File: src/rtl/fcm_pkg.sv
// Shared constants and types for the framed command matcher.
`timescale 1ns / 1ps
package fcm_pkg;

  localparam int BUFFER_BYTES = 37;
  localparam int KEY_BYTES    = 6;
  localparam int PREFIX_BYTES = 4;

  // Window holds just the leading bytes that any compare looks at.
  localparam int WIN_DEPTH = (KEY_BYTES > PREFIX_BYTES) ? KEY_BYTES : PREFIX_BYTES;
  localparam int WIN_IDX_W = (WIN_DEPTH > 1) ? $clog2(WIN_DEPTH) : 1;
  localparam int POS_W     = 6;

  localparam int BYTE_W    = 8;
  localparam int CLASS_W   = 2;
  localparam int KEY_W     = 48;
  localparam int PREFIX_W  = 32;
  localparam int CFG_W     = 48;
  localparam int CFG_IDX_W = 1;

  typedef logic [BYTE_W-1:0]   byte_t;
  typedef logic [POS_W-1:0]    pos_t;
  typedef logic [CLASS_W-1:0]  class_t;
  typedef logic [CFG_IDX_W-1:0] cfg_idx_t;

  localparam byte_t OPEN_BYTE  = 8'h3C;
  localparam byte_t CLOSE_BYTE = 8'h3E;
  localparam byte_t FILL_BYTE  = 8'h40;

  localparam logic [KEY_W-1:0]    OWN_KEY_RST      = 48'h53454E444331;
  localparam logic [PREFIX_W-1:0] CHILD_PREFIX_RST = 32'h44544334;

  localparam cfg_idx_t CFG_OWN_KEY      = 1'b0;
  localparam cfg_idx_t CFG_CHILD_PREFIX = 1'b1;

  localparam class_t CLASS_OWN_KEY = 2'd0;
  localparam class_t CLASS_CHILD   = 2'd1;
  localparam class_t CLASS_OTHER   = 2'd2;

  localparam pos_t POS_LAST = pos_t'(BUFFER_BYTES - 1);

endpackage

File: src/rtl/fcm_in_if.sv
// Input channel: one received byte per word.
`timescale 1ns / 1ps
interface fcm_in_if;
  logic          valid;
  logic          ready;
  fcm_pkg::byte_t rx_byte;

  modport source (output valid, output rx_byte, input ready);
  modport sink   (input valid, input rx_byte, output ready);
endinterface

File: src/rtl/fcm_out_if.sv
// Result channel: message class and frame length per word.
`timescale 1ns / 1ps
interface fcm_out_if;
  logic            valid;
  logic            ready;
  fcm_pkg::class_t msg_class;
  fcm_pkg::pos_t   frame_length;

  modport source (output valid, output msg_class, output frame_length, input ready);
  modport sink   (input valid, input msg_class, input frame_length, output ready);
endinterface

File: src/rtl/framed_command_matcher_top.sv
// Framed command matcher: frame tracking, key window and class compare.
// A closing '>' word shows its result in the cycle after it is accepted.
// Throughput: one input word per cycle while the result slot is free or being
// drained; the output register accepts a new result in the same cycle that the previous one is taken.
// Reset (rst_n low, synchronous): leave the frame, clear the position,
// fill the key window with '@', reload the key and prefix reset values.
`timescale 1ns / 1ps
module framed_command_matcher_top (
  input  logic                       clk,
  input  logic                       rst_n,
  fcm_in_if.sink                     in_ch,
  fcm_out_if.source                  out_ch,
  input  logic                       cfg_we,
  input  fcm_pkg::cfg_idx_t          cfg_index,
  input  logic [fcm_pkg::CFG_W-1:0]  cfg_data
);

  // Configuration registers.
  logic [fcm_pkg::KEY_W-1:0]    own_key_r;
  logic [fcm_pkg::PREFIX_W-1:0] child_prefix_r;

  // Frame state.
  logic                in_frame_r, in_frame_nxt;
  fcm_pkg::pos_t       pos_r, pos_nxt;
  fcm_pkg::byte_t      win_r   [fcm_pkg::WIN_DEPTH];
  fcm_pkg::byte_t      win_nxt [fcm_pkg::WIN_DEPTH];

  // Output register.
  logic                out_valid_r, out_valid_nxt;
  fcm_pkg::class_t     out_class_r, out_class_nxt;
  fcm_pkg::pos_t       out_len_r, out_len_nxt;

  logic                in_accept;
  logic                key_hit, prefix_hit;

  // Take a word whenever the result slot is free or being drained.
  assign in_ch.ready = !out_valid_r || out_ch.ready;
  assign in_accept   = in_ch.valid && in_ch.ready;

  assign out_ch.valid        = out_valid_r;
  assign out_ch.msg_class    = out_class_r;
  assign out_ch.frame_length = out_len_r;

  // Byte-wise compare of the window against key and prefix, first byte high.
  always_comb begin
    key_hit    = 1'b1;
    prefix_hit = 1'b1;
    for (int i = 0; i < fcm_pkg::KEY_BYTES; i++) begin
      if (win_r[i] != own_key_r[8*(fcm_pkg::KEY_BYTES-1-i) +: 8]) begin
        key_hit = 1'b0;
      end
    end
    for (int i = 0; i < fcm_pkg::PREFIX_BYTES; i++) begin
      if (win_r[i] != child_prefix_r[8*(fcm_pkg::PREFIX_BYTES-1-i) +: 8]) begin
        prefix_hit = 1'b0;
      end
    end
  end

  // Frame tracking and result capture.
  always_comb begin
    in_frame_nxt  = in_frame_r;
    pos_nxt       = pos_r;
    win_nxt       = win_r;
    out_class_nxt = out_class_r;
    out_len_nxt   = out_len_r;
    out_valid_nxt = out_valid_r && !out_ch.ready;

    if (in_accept) begin
      if (!in_frame_r) begin
        // Outside a frame: only '<' matters, everything else is dropped.
        if (in_ch.rx_byte == fcm_pkg::OPEN_BYTE) begin
          in_frame_nxt = 1'b1;
          pos_nxt      = '0;
        end
      end else if (in_ch.rx_byte != fcm_pkg::CLOSE_BYTE) begin
        // Store leading bytes only; later positions just advance, wrapping to zero after the last slot.
        if (pos_r < fcm_pkg::pos_t'(fcm_pkg::WIN_DEPTH)) begin
          win_nxt[pos_r[fcm_pkg::WIN_IDX_W-1:0]] = in_ch.rx_byte;
        end
        pos_nxt = (pos_r == fcm_pkg::POS_LAST) ? '0 : pos_r + 1'b1;
      end else begin
        // Close: classify, then refill the window and leave the frame.
        out_valid_nxt = 1'b1;
        out_len_nxt   = pos_r;
        if (key_hit) begin
          out_class_nxt = fcm_pkg::CLASS_OWN_KEY;
        end else if (prefix_hit) begin
          out_class_nxt = fcm_pkg::CLASS_CHILD;
        end else begin
          out_class_nxt = fcm_pkg::CLASS_OTHER;
        end
        in_frame_nxt = 1'b0;
        pos_nxt      = '0;
        for (int i = 0; i < fcm_pkg::WIN_DEPTH; i++) begin
          win_nxt[i] = fcm_pkg::FILL_BYTE;
        end
      end
    end
  end

  always_ff @(posedge clk) begin
    if (!rst_n) begin
      in_frame_r  <= 1'b0;
      pos_r       <= '0;
      out_valid_r <= 1'b0;
      for (int i = 0; i < fcm_pkg::WIN_DEPTH; i++) begin
        win_r[i] <= fcm_pkg::FILL_BYTE;
      end
    end else begin
      in_frame_r  <= in_frame_nxt;
      pos_r       <= pos_nxt;
      out_valid_r <= out_valid_nxt;
      win_r       <= win_nxt;
    end
  end

  // Payload of the result register needs no reset.
  always_ff @(posedge clk) begin
    out_class_r <= out_class_nxt;
    out_len_r   <= out_len_nxt;
  end

  // Configuration writes.
  always_ff @(posedge clk) begin
    if (!rst_n) begin
      own_key_r      <= fcm_pkg::OWN_KEY_RST;
      child_prefix_r <= fcm_pkg::CHILD_PREFIX_RST;
    end else if (cfg_we) begin
      case (cfg_index)
        fcm_pkg::CFG_OWN_KEY: begin
          own_key_r <= cfg_data[fcm_pkg::KEY_W-1:0];
        end
        fcm_pkg::CFG_CHILD_PREFIX: begin
          child_prefix_r <= cfg_data[fcm_pkg::PREFIX_W-1:0];
        end
        default: begin
        end
      endcase
    end
  end

`ifndef SYNTH
  // Position never runs past the last buffer slot.
  a_pos_range: assert property (@(posedge clk) disable iff (!rst_n)
    pos_r <= fcm_pkg::POS_LAST)
    else $error("write position out of range");

  // Outside a frame the position sits at zero.
  a_pos_idle: assert property (@(posedge clk) disable iff (!rst_n)
    !in_frame_r |-> pos_r == '0)
    else $error("position not cleared outside a frame");

  // A new result follows only an accepted close byte inside a frame.
  a_result_cause: assert property (@(posedge clk) disable iff (!rst_n)
    (in_accept && !(in_frame_r && in_ch.rx_byte == fcm_pkg::CLOSE_BYTE))
      |=> !out_valid_r || $past(out_valid_r && !out_ch.ready))
    else $error("result without a closing byte");

  // A frame close always leaves the frame.
  a_close_exits: assert property (@(posedge clk) disable iff (!rst_n)
    (in_accept && in_frame_r && in_ch.rx_byte == fcm_pkg::CLOSE_BYTE)
      |=> !in_frame_r && out_valid_r)
    else $error("frame close not handled");
`endif

endmodule
File: src/flat_wrapper.sv
// flat-port wrapper written by rule: the top's interface ports become plain ports
module framed_command_matcher_top_flat 
  (clk, rst_n, cfg_we, cfg_index, cfg_data, in_ch_valid, in_ch_rx_byte, in_ch_ready, out_ch_valid, out_ch_msg_class, out_ch_frame_length, out_ch_ready);
  fcm_in_if in_ch_i ();
  fcm_out_if out_ch_i ();
  input  logic clk;
  input  logic rst_n;
  input  logic cfg_we;
  input  fcm_pkg::cfg_idx_t cfg_index;
  input  logic [fcm_pkg::CFG_W-1:0] cfg_data;
  input wire logic [$bits(in_ch_i.valid)-1:0] in_ch_valid;
  input wire logic [$bits(in_ch_i.rx_byte)-1:0] in_ch_rx_byte;
  output wire logic [$bits(in_ch_i.ready)-1:0] in_ch_ready;
  output wire logic [$bits(out_ch_i.valid)-1:0] out_ch_valid;
  output wire logic [$bits(out_ch_i.msg_class)-1:0] out_ch_msg_class;
  output wire logic [$bits(out_ch_i.frame_length)-1:0] out_ch_frame_length;
  input wire logic [$bits(out_ch_i.ready)-1:0] out_ch_ready;
  assign in_ch_i.valid = in_ch_valid;
  assign in_ch_i.rx_byte = in_ch_rx_byte;
  assign in_ch_ready = in_ch_i.ready;
  assign out_ch_valid = out_ch_i.valid;
  assign out_ch_msg_class = out_ch_i.msg_class;
  assign out_ch_frame_length = out_ch_i.frame_length;
  assign out_ch_i.ready = out_ch_ready;
  framed_command_matcher_top u_core (.clk(clk), .rst_n(rst_n), .in_ch(in_ch_i), .out_ch(out_ch_i), .cfg_we(cfg_we), .cfg_index(cfg_index), .cfg_data(cfg_data));
endmodule
File: config.mk
export PLATFORM = sky130hd
export DESIGN_NAME = framed_command_matcher_top_flat
export DESIGN_NICKNAME = d
export VERILOG_FILES = /design/src/rtl/fcm_pkg.sv /design/src/rtl/fcm_in_if.sv /design/src/rtl/fcm_out_if.sv /design/src/rtl/framed_command_matcher_top.sv /design/src/flat_wrapper.sv
export SDC_FILE = /design/constraint.sdc
export NUM_CORES = 1
export LEC_CHECK = 0
export BUFFER_PORTS_ARGS = -buffer_cell sky130_fd_sc_hd__buf_2
export CAP_MARGIN = 0
export CORE_UTILIZATION = 55
export CTS_BUF_LIST = sky130_fd_sc_hd__clkbuf_16
export DETAILED_ROUTE_END_ITERATION = 7
export PLACE_DENSITY = 0.76
export SETUP_SLACK_MARGIN = 0.5
export SLEW_MARGIN = 5
export SYNTH_ARGS = -nofsm -noshare
export SYNTH_HDL_FRONTEND = slang
export SYNTH_SLANG_ARGS = --single-unit
File: constraint.sdc
create_clock -name clk -period 5.17 [get_ports clk]
set_clock_uncertainty 0.15 [all_clocks]
set_input_delay 1.551 -clock clk [delete_from_list [all_inputs] [get_ports clk]]
set_output_delay 1.551 -clock clk [all_outputs]
set_load 0.05 [all_outputs]
==> impl_results.md <==
* Root Driver: clkbuf_16
* DIE AREA at ~0.012 mm^2
* Initial antenna violation count at 0
* Area growth syn-to-layout at 14.4%
* Yosys warns at 0
* Fraction of layout cells with a size suffix above 1 at between 10% and 20%
* Row Count at 39
* Final #Nets at 857
* Hold-fix buffers, CTS at 0
* Maxcap violations at 0
* Yosys reg bits at about 140
* Kind of critical path: input pin to output pin
* Post-Place Setup Slack at 1.20 ns
* Final setup viols at 0
* CP startpoint kind: input pin
* WP data required at between 3 and 4 ns
* CP top delay family: buffers and inverters
* Fin cells at about 950
* Hold crit path type: flop to flop
* # IOs at 72
* Initial Util at 56.5%
* Final core occ at between 60% and 70%
* CP max stage cell: buf_2
* Sum Neg Setup Slack at 0 ns
* Cells after Synth at roughly 750
* Final instance area at 0.00741 mm^2
* Slew margin rel. at 21.9%
* Fin crit share at between 70% and 80%
* Most common cell after layout, fill and taps aside: nand2_1
* Final WS setup at roughly 1.2 ns
* Minimum clock period at 3.97 ns
* Clock tree buffer depth at 2
* CP peak stage delay at around 0.27 ns
* Most Frequent Cell on Critical Path: buf_2
* Die Height at 111 um
* CTS resizes at 0
* RD Place Congestion at 0.861
* RSZ-0062 raised after global routing: false
* Routed length per instance at between 15 and 20 um
* Worst path bufs/invs at 3
* Placed insts at roughly 920
* Peak VDD IR at between 300 and 400 uV
* Total number of vias at approximately 5600
* DRT Pass-1 Iters at 6
* CTS HTree Levels at 4
* CP Max Fanout at 4
* Core ar. at between 0.01 and 0.015 mm^2
* Clk sink count at 144
* Syn_nets at between 800 and 900
* Mean number of vias per cell at about 6
* Clk slew on worst S/H paths at roughly 0.06 ns
* Most frequent cells in the layout: 201 x nand2_1, 136 x dfxtp_1, 70 x buf_2
* GRT Overall Usage at ~29%
* Post-Syn Area at ~0.0065 mm^2
* Total CTS buffers at 17
* HPWL Detailed at between 10 and 15 mm
* # diodes at 0
* ANT nets after route at 0
* DP Area at between 0.006 and 0.007 mm^2
* Skew-Pair Late Insertion Delay at ~0.41 ns
* DR iter-0 viols at between 600 and 700
* Largest net degree at the start of global routing at 94
* CTS tree: done
* GRT overflow at 0
* Post-CTS setup buffers at 0
* Port Buffers at 71
* Fmax at around 250 MHz
* Critical path arrival at between 2 and 2.5 ns
* Share of the yosys chip area belonging to registers at a little under half
* Die width at approximately 110 um
* Post-Syn Area per Cell at roughly 8.7 um^2
* Critical path cell sequence: buf_2 -> and2b_2 -> inv_1 -> buf_2
* Crit path capture type: output pin
* Drt drc at 0
* Synth cell types at 51
* Post-Route WL at 17.3 mm
* Status: finished, final reports clean
* Slew Viols, Final at 0
* Lkg Pwr at approximately 3 nW
* Worst-margin pin slew at around 1.2 ns
* Vias in the first global route at around 5300
* Power per standard cell area at roughly 340 mW/mm^2
* Global-route wire length before repair at approximately 27 mm
* Hold Violations, Final at 0
==> where the power goes <==
group	switching, mW	internal, mW	leakage (nW)	total (mW)
Combinational	0.0993	0.0675	1.51	0.167
Clock	0.457	0.746	0.297	1.20
Sequential	0.0299	1.15	1.18	1.18
==> stage by stage <==
step	power, mW	hold slack [ns]
3_3_place_gp	1.36	0.303
5_1_grt	2.63	0.351
2_1_floorplan	1.30	0.253
4_1_cts	2.56	0.328
6_report	2.55	0.329
3_5_place_dp	1.37	0.321
==> state kept, by name, summed over array words and instances (netlist names) <==
signal,flops
u_core.child_prefix_r,32
u_core.pos_r,6
u_core.own_key_r,48
u_core.out_ch.frame_length,6
u_core.win_r,48
u_core.out_ch.valid,1
u_core.in_frame_r,1
u_core.out_ch.msg_class,2
==> worst register-to-register path, cell delays in order, from the launching register on <==
cell and delay, ns:
dfxtp_1 0.37, or3_4 0.45, nor4_4 0.43, a31oi_2 0.38, o41ai_1 0.46
==> synth_stat cells, drive strengths merged <==
master	n	area, um^2
nand2	201	754
dfxtp	136	2720
nand3	67	335
a21boi	64	480
xor2	48	420
xnor2	37	324
clkbuf	32	120
nand4	24	150
o31ai	21	168
nor4	16	115
buf	14	91.3
nor2	9	33.8
edfxtp	8	240
inv	8	30.0
o21ai	7	35.0
a21oi	6	45.0
and2	5	31.3
nor2b	4	25.0
nor3	4	31.3
nor3b	4	30.0
o211ai	4	30.0
a31oi	3	40.0
mux2i	3	30.0
or3	3	23.8
and4b	2	23.8
ha	2	25.0
nand2b	2	12.5
o41ai	2	17.5
a21bo	1	10.0
a31o	1	8.76
a32oi	1	8.76
and2b	1	8.76
and3	1	6.26
and3b	1	8.76
and4bb	1	12.5
nor4b	1	8.76
o21a	1	7.51
o2bb2ai	1	8.76
==> kinds of logic (layout without fill, tap and decap cells) <==
group                      count (synthesis)  after routing  synth area share, %
AOI/OAI and AO/OA                        112            112                 13.3
muxes                                      3              3                0.464
xor gates and xnor gates                  85             85                 11.5
DFF                                      144            144                 45.8
adders and majority gates                  2              2                0.386
and+or+nand+nor                          346            346                 24.9
buffers and inverters                     54            114                 3.73
==> routing by layer <==
| layer | vias to the layer above | global-route usage [%] | wire (um) |
|---|---|---|---|
| li1 | 2645 | - | - |
| met1 | 2670 | 36.7 | 7340 |
| met2 | 254 | 46.5 | 8090 |
| met3 | 37 | 7.96 | 1370 |
| met4 | 0 | 11.3 | 503 |
| met5 | - | 0 | 0 |
==> worst paths after layout <==
kind,start,endpoint,slack [ns],cells past startpoint
setup / recovery,out_ch_ready,in_ch_ready,1.20,4
hold / removal,u_core.win_r[4]$_SDFFE_PN0P_,u_core.win_r[4]$_SDFFE_PN0P_,0.33,2
setup reg to reg,u_core.pos_r[3]$_SDFFE_PN0P_,u_core.win_r[23]$_SDFFE_PN0P_,2.81,4
hold reg to reg,u_core.win_r[4]$_SDFFE_PN0P_,u_core.win_r[4]$_SDFFE_PN0P_,0.33,2
==> final cells by class <==
type | instances | area [um^2]
multi-input cells | 548 | 3280
repair buffers | 74 | 380
clock inverters | 15 | 153
clock buffers | 17 | 425
flip-flops and latches | 144 | 2960
well taps | 143 | 179
inverters | 8 | 30.0
fillers | 929 | 4060
Power figures use the tool's default switching activity.
